===== src/rtl/fia_pkg.sv =====
package fia_pkg;

  localparam int ENTRY_W  = 11;
  localparam int CNT_W    = 11;
  localparam int STRIDE_W = 16;
  localparam int PROD_W   = ENTRY_W + STRIDE_W;
  localparam int ADDR_W   = 64;
  localparam int IDX_W    = 16;
  localparam int SLOT_W   = 10;
  localparam int CFG_IDX_W = 8;

  localparam logic [2:0] OP_INIT       = 3'd0;
  localparam logic [2:0] OP_ALLOCATE   = 3'd1;
  localparam logic [2:0] OP_FREE       = 3'd2;
  localparam logic [2:0] OP_CPU_LOOKUP = 3'd3;
  localparam logic [2:0] OP_GPU_LOOKUP = 3'd4;

  localparam logic [CFG_IDX_W-1:0] CFG_CAPACITY     = 8'd0;
  localparam logic [CFG_IDX_W-1:0] CFG_SLOT_STRIDE  = 8'd1;
  localparam logic [CFG_IDX_W-1:0] CFG_CPU_BASE     = 8'd2;
  localparam logic [CFG_IDX_W-1:0] CFG_GPU_BASE     = 8'd3;
  localparam logic [CFG_IDX_W-1:0] CFG_HEAP_KIND    = 8'd4;
  localparam logic [CFG_IDX_W-1:0] CFG_WANT_VISIBLE = 8'd5;

  typedef enum logic [2:0] {
    STS_OK        = 3'd0,
    STS_NOT_INIT  = 3'd1,
    STS_FULL      = 3'd2,
    STS_BAD_INDEX = 3'd3,
    STS_BAD_CAP   = 3'd4,
    STS_OVERFREE  = 3'd5
  } status_t;

  typedef enum logic [2:0] {
    K_INIT,
    K_ALLOC,
    K_FREE,
    K_LOOKUP,
    K_NOP
  } kind_t;

  typedef enum logic [1:0] {
    ST_IDLE,
    ST_FILL,
    ST_MUL,
    ST_ADD
  } state_t;

  typedef struct packed {
    kind_t            kind;
    logic [IDX_W-1:0] idx;
    logic             hvalid;
    logic             idx_ok;
  } cmd_t;

  typedef struct packed {
    logic [CNT_W-1:0]    capacity;
    logic [STRIDE_W-1:0] slot_stride;
    logic [ADDR_W-1:0]   cpu_base;
    logic [ADDR_W-1:0]   gpu_base;
    logic [1:0]          heap_kind;
    logic                want_visible;
  } cfg_t;

  typedef struct packed {
    status_t           status;
    logic [SLOT_W-1:0] slot;
    logic [ADDR_W-1:0] cpu_addr;
    logic [ADDR_W-1:0] gpu_addr;
    logic [CNT_W-1:0]  in_use;
  } res_t;

  typedef struct packed {
    logic             filling;
    logic [CNT_W-1:0] free_cnt;
  } stat_t;

endpackage


===== src/rtl/fia_front.sv =====
module fia_front
  import fia_pkg::*;
(
  input  logic             clk,
  input  logic             rst_n,
  input  logic             in_push,
  output logic             in_full,
  input  logic [2:0]       in_op,
  input  logic [IDX_W-1:0] in_slot_index,
  input  logic             in_handle_valid,
  input  logic [CNT_W-1:0] capacity,
  output logic             cmd_valid,
  input  logic             cmd_take,
  output cmd_t             cmd
);

  cmd_t       q_mem [2];
  logic [1:0] cnt_r, cnt_nxt;
  logic       wp_r, wp_nxt;
  logic       rp_r, rp_nxt;
  logic       acc;
  logic       take;
  cmd_t       dec;

  always_comb begin
    dec.idx    = in_slot_index;
    dec.hvalid = in_handle_valid;
    dec.idx_ok = {{(IDX_W-CNT_W){1'b0}}, capacity} > in_slot_index;
    unique case (in_op)
      OP_INIT:       dec.kind = K_INIT;
      OP_ALLOCATE:   dec.kind = K_ALLOC;
      OP_FREE:       dec.kind = K_FREE;
      OP_CPU_LOOKUP: dec.kind = K_LOOKUP;
      OP_GPU_LOOKUP: dec.kind = K_LOOKUP;
      default:       dec.kind = K_NOP;
    endcase
  end

  assign in_full   = (cnt_r == 2'd2);
  assign cmd_valid = (cnt_r != 2'd0);
  assign cmd       = q_mem[rp_r];
  assign acc       = in_push && !in_full;
  assign take      = cmd_take && cmd_valid;

  always_comb begin
    wp_nxt  = acc  ? ~wp_r : wp_r;
    rp_nxt  = take ? ~rp_r : rp_r;
    cnt_nxt = cnt_r + {1'b0, acc} - {1'b0, take};
  end

  always_ff @(posedge clk) begin
    if (!rst_n) begin
      cnt_r <= 2'd0;
      wp_r  <= 1'b0;
      rp_r  <= 1'b0;
    end else begin
      cnt_r <= cnt_nxt;
      wp_r  <= wp_nxt;
      rp_r  <= rp_nxt;
    end
  end

  always_ff @(posedge clk) begin
    if (acc) begin
      q_mem[wp_r] <= dec;
    end
  end

endmodule


===== config.mk =====
export PLATFORM = sky130hd
export DESIGN_NAME = fia_front
export DESIGN_NICKNAME = d
export VERILOG_FILES = /design/src/rtl/fia_pkg.sv /design/src/rtl/fia_front.sv
export SDC_FILE = /design/constraint.sdc
export NUM_CORES = 1
export LEC_CHECK = 0
export BUFFER_PORTS_ARGS = -buffer_cell sky130_fd_sc_hd__buf_4
export CORE_AREA = 2 2 65 73
export DETAILED_ROUTE_END_ITERATION = 8
export DIE_AREA = 0 0 67 75
export PLACE_DENSITY = 0.75
export SYNTH_ARGS = -nofsm -noshare
export SYNTH_HDL_FRONTEND = slang
export SYNTH_SLANG_ARGS = --single-unit

===== constraint.sdc =====
create_clock -name clk -period 2.55 [get_ports clk]
set_input_delay 0.51 -clock clk [delete_from_list [all_inputs] [get_ports clk]]
set_output_delay 0.51 -clock clk [all_outputs]
set_load 0.05 [all_outputs]

==> results of run 1 <==
[final timing paths]
kind / from / cells after the start / end / slack (ps)
worst max-delay path: register / 3 / cmd[12] / 410
worst min-delay path: in_handle_valid / 1 / q_mem[0][1]$_DFFE_PP_ / 400
worst max register to register: cnt_r[1]$_SDFF_PN0_ / 8 / cnt_r[1]$_SDFF_PN0_ / 670
worst min register to register: rp_r$_SDFFE_PN0P_ / 2 / register / 620
[per-layer routing]
| layer | GRT usage (%) | vias up | part of all wire (%) |
|---|---|---|---|
| met5 | 0 | - | 0 |
| li1 | - | 622 | - |
| met2 | 29.6 | 38 | 56 |
| met1 | 18.4 | 594 | 38 |
| met4 | 6.80 | 0 | 0.76 |
| met3 | 4.63 | 2 | 5.1 |
[power groups by stage]
| stage | clock network (mW) | registers (mW) | logic [mW] |
|---|---|---|---|
| 2_1_floorplan | 0 | 1.03 | 0.774 |
| 3_3_place_gp | 0 | 1.05 | 1.07 |
| 3_5_place_dp | 0 | 1.05 | 1.08 |
| 4_1_cts | 0.636 | 1.04 | 1.10 |
| 5_1_grt | 0.665 | 1.05 | 1.15 |
| 6_report | 0.623 | 1.04 | 1.08 |
[placed cells by master (no fill, tap or decap), drive strengths merged]
| cell type | count |
|---|---|
| nor2b | 3 |
| nand2b | 1 |
| o21a | 1 |
| clkbuf | 6 |
| edfxtp | 42 |
| and3 | 1 |
| a21boi | 1 |
| or3b | 1 |
| o211ai | 1 |
| or2 | 1 |
| a21o | 1 |
| nor3 | 1 |
| ha | 13 |
| dfxtp | 5 |
| and2 | 4 |
| nor2 | 2 |
| bufinv | 2 |
| inv | 15 |
| nand4 | 2 |
| mux2 | 21 |
| xnor2 | 4 |
| or4 | 1 |
| a21oi | 5 |
| o21ai | 2 |
| buf | 60 |
| o211a | 1 |
| nand2 | 1 |
| nand3 | 3 |
[registers in the layout (all words and copies together), names as in the netlist, named ones only]
| register | flops |
|---|---|
| rp_r | 1 |
| cnt_r | 2 |
| wp_r | 1 |
| q_mem | 42 |
[critical path, stage by stage (launching register included)]
cell and delay, ps:
dfxtp_1 600, buf_12 210, mux2_2 350, buf_4 190
[per-stage QoR]
step                      util (%)  setup WS (ps)  total power, mW  hold WS, ps
after global placement        60.8            490             2.11          527
after CTS                     63.9            365             2.77          389
final                         63.9            406             2.74          399
after detailed placement      60.8            450             2.14          564
after floorplan                  -            626             1.80          504
after global routing          63.9            308             2.86          379
[cell families (layout without fill, tap and decap cells)]
logic type / count (synthesis) / after routing
XOR/XNOR: 4 / 4
multiplexers: 21 / 21
AO/OA/AOI/OAI: 12 / 12
adder cells (fa/ha/maj): 13 / 13
buffers and inverters: 17 / 83
AND/OR/NAND/NOR: 21 / 21
flip-flops: 47 / 47
[layout make-up]
type / count / area (sq um) / share of cell area [%]
tap: 54 / 67.6 / 2.49
multi-input combinational: 71 / 638 / 23.5
inverter: 15 / 56.3 / 2.07
sequential: 47 / 1360 / 50.1
timing repair buffer: 60 / 463 / 17.0
clock buffer: 6 / 72.6 / 2.67
clock inverter: 2 / 60.1 / 2.21
==> out/metrics.cfg, run 1 <==
[power_and_ir_drop]
swShare_pct=35.4
p_int_mw=1.77
p_comb_share_pct=39.5
seqPwrFrac_pct=37.8
p_switching_mw=0.969
p_leak_nw=1.15
p_per_area_mw_per_mm2=1010
clkPwrFrac_pct=22.7
irDropWorstVdd_mv=0.732

[place]
gp_congestion=0.691
placed_area_sq_mm=0.00259
dp.cells=247
dp_hpwl_mm=2.74
io_buffers=57

[yosys]
syn_nets=183
synth_edf_count=42
syn_inst=135
synth-adder-area-share_pct=7.88
synth-compound-area-share_pct=3.82
synthArstFlopShare_pct=0
netlist.area_leader.share_pct=61.1
netlist_top_cells_area=edfxtp_1 61%, mux2_2 11%, ha_1 7.9%, dfxtp_1 4.9%, inv_1 2.7%
synth_cell_type_count=27
synth_top_family_by_area=multiplexers
yosys.area.top_type=edfxtp_1
avgSynthCellArea_sq_um=15.3
synth_xor_area_share_pct=1.70
ys_ff_latch=47
ys.flop_type=edfxtp_1
ys_seq_area_share_pct=66.0
yosysWarnings=0
synth_commonest_cells=42 x edfxtp_1, 21 x mux2_2, 15 x inv_1, 13 x ha_1, 5 x dfxtp_1
synth.mux.area_fraction_pct=11.5
netlist_area_sq_mm=0.00206
yosysMostFrequentCell=edfxtp_1
synth-simple-area-share_pct=5.94

[detailed_routing]
route.detailed.drc=0
vias=1256
first_pass_iters=4
detail-route-antenna-nets=0
viasPerCell=4.93
wirelength_mm=3.80
drtIter0Drc=58
wl_per_cell_um=14.9

[timing]
max_slew_margin_pct=70.3
setup_violations=0
fin_worst_skew_ps=2.25
fin_crit_ps=2140
drv_slew=0
worstMarginPinSlew_ps=445
period_share_pct=84.1
finalSetupTns_ps=0
grt_setup_unrepaired=false
hold_viol_final=0
timing.fmax_ghz=0.466

[setup_path]
crit_type=reg -> out
critPathMaxFanout=13
endpoint_kind=primary output
arrival_ps=1630
crit_required_ps=2040
startpoint_type=register

[global_route]
grt_use_total_pct=16.5
grt_max_degree=22
antenna_found_initial=0
grt_pass1_vias=1301
grt_pass1_wl_mm=5.88
gr-total-overflow=0

[clocking]
cts_resized=0
clk_latency_ps=290
cts_tree=done
clkSinkCount=47
cts-root-buf=clkbuf_8
postCtsSetupBuffers=0
hold_buffers=0
clock_path_buffers=2
h-tree-depth=2
clk_pin_slew_ps=80
numCtsBuffers=5

[final_layout]
nets=248
area_delta_synth_final_pct=31.8
num_antenna_cells=0
final_area_sq_mm=0.00272
fill_cells=344
drive_above_1_share_pct=45.3
stdcell_count=255

[die]
start_util_pct=48.5
coreArea_sq_mm=0.00425
chipHeight_um=75
die_w_um=67
io_pins=58
rows=25
die_area_sq_mm=0.00503

[hold_path]
hp-class=in -> reg

[outcome]
outcome=complete, no violations

[job]
maxCapViolations=0

(Power assumes the default switching activity.)
==> run 2, diff against run 1 <==
==> constraint.sdc (replaced) <==
create_clock -name clk -period 2 [get_ports clk]
set_input_delay 0.4 -clock clk [delete_from_list [all_inputs] [get_ports clk]]
set_output_delay 0.4 -clock clk [all_outputs]
set_load 0.05 [all_outputs]
==> run 2 against run 1 <==
Count of clock-buffer cells in the layout rose by 1. Non-clock buffer count rose by 1. Via count rose by 2.1%. Routed wire length rose by 2.0%. Utilization shrank 0.74 points. Cell count is 0.39% higher. Critical path depth rose by 5. Clock skew up 4.8 ps. Sequential share of layout area is 0.58 points higher. Die area did not move. Critical path type is now reg -> reg. Critical endpoint is now cnt_r[1]$_SDFF_PN0_. Largest power group unchanged.
==> out/metrics.cfg, run 2 (synthesis gave the netlist of run 1 again) <==
[outcome]
outcome=complete, no violations

[timing]
max_slew_margin_pct=79.6
period_share_pct=94.5
setup_violations=0
grt_setup_unrepaired=false
worstMarginPinSlew_ps=307
finalSetupTns_ps=0
fin_crit_ps=1890
fin_worst_skew_ps=7.02
timing.hold.ws_ps=291
drv_slew=0
timing.fmax_ghz=0.529
hold_viol_final=0

[clocking]
clkSinkCount=47
postCtsSetupBuffers=0
cts_tree=done
numCtsBuffers=5
clk_latency_ps=290
h-tree-depth=2
hold_buffers=0
cts_resized=0
clk_pin_slew_ps=80
cts-root-buf=clkbuf_8
clock_path_buffers=2

[detailed_routing]
wl_per_cell_um=15.2
vias=1283
wirelength_mm=3.88
detail-route-antenna-nets=0
route.detailed.drc=0
drtIter0Drc=59
first_pass_iters=4
viasPerCell=5.01

[place]
gp_congestion=0.679
io_buffers=57
dp_hpwl_mm=2.87
placed_area_sq_mm=0.00258

[die]
start_util_pct=48.5
rows=25
die_area_sq_mm=0.00503
chipHeight_um=75
coreArea_sq_mm=0.00425
io_pins=58
die_w_um=67

[final_layout]
layout_commonest_cell=buf_4
reg_top3=q_mem x42, cnt_r x2
top_register=q_mem
area_delta_synth_final_pct=30.3
num_antenna_cells=0
drive_above_1_share_pct=45.0
final_cell_mix=61 x buf_4, 42 x edfxtp_1, 21 x mux2_2, 15 x inv_1, 13 x ha_1
largest_reg_flops=42
nets=249
final_area_sq_mm=0.00269
fill_cells=349

[setup_path]
startpoint_type=register
endpoint_kind=register
crit_required_ps=2180
crit_type=reg -> reg
critPathMaxFanout=3
critPathMaxStageDelay_ps=340
path_cells=or2_2 > and2_1 > ha_1 > inv_1 > ha_1 > xnor2_1 > xnor2_1 > and2_1
slowest_stage=dfxtp_1
arrival_ps=2070

[global_route]
gr-total-overflow=0
grt_pass1_wl_mm=6.09
grt_pass1_vias=1358
antenna_found_initial=0
grt_use_total_pct=17.1
grt_max_degree=22

[hold_path]
hp-class=in -> reg

[power_and_ir_drop]
power.total_mw=3.35
irDropWorstVdd_mv=0.675
p_leak_nw=1.14
p_per_area_mw_per_mm2=1250

[job]
maxCapViolations=0

-- run 2: worst paths after layout --
check             slack [ps]           startpoint  depth (start not counted)               endpoint
setup / recovery         110  cnt_r[1]$_SDFF_PN0_                          8    cnt_r[1]$_SDFF_PN0_
setup reg to reg         110  cnt_r[1]$_SDFF_PN0_                          8    cnt_r[1]$_SDFF_PN0_
hold reg to reg          550    rp_r$_SDFFE_PN0P_                          2               register
hold / removal           290      in_handle_valid                          1  q_mem[1][1]$_DFFE_PP_
-- run 2: worst max-delay path, delay by kind of cell (launching register included) --
kind	cells	cell delay [ps]
AND/OR/NAND/NOR	3	650
adder cells (fa/ha/maj)	2	450
flip-flops	1	340
XOR/XNOR	2	310
buffers and inverters	1	40
-- run 2: final cells by class --
cell class              count  area [sq um]  share of cell area [%]
well taps                  54          67.6                    2.51
inverters                  15          56.3                    2.09
flip-flops and latches     47          1360                    50.7
clock buffers               7          76.3                    2.84
multi-input cells          71           638                    23.7
clock inverters             1          30.0                    1.12
repair buffers             61           458                    17.0
-- run 2: per-stage QoR --
stage                     instances  setup WS, ps  util, %
after floorplan                 135          75.8        -
after global placement          248          47.5     60.7
after detailed placement        248          13.1     60.7
after CTS                       256          97.6     63.2
after global routing            256          40.8     63.2
final                           256           110     63.2
-- run 2: power by group --
| part | leakage (nW) | switching, mW | total, mW | internal [mW] |
|---|---|---|---|---|
| logic | 0.649 | 0.886 | 1.39 | 0.501 |
| clock network | 0.0524 | 0.285 | 0.659 | 0.374 |
| registers | 0.435 | 0.0491 | 1.30 | 1.25 |
-- run 2: per-layer routing --
| layer | GRT usage, % | part of all wire (%) | routed length [um] |
|---|---|---|---|
| met4 | 9.07 | 2.1 | 83 |
| met5 | 0 | 0 | 0 |
| met3 | 3.44 | 4.3 | 166 |
| met2 | 31.4 | 55 | 2130 |
| met1 | 18.4 | 39 | 1500 |
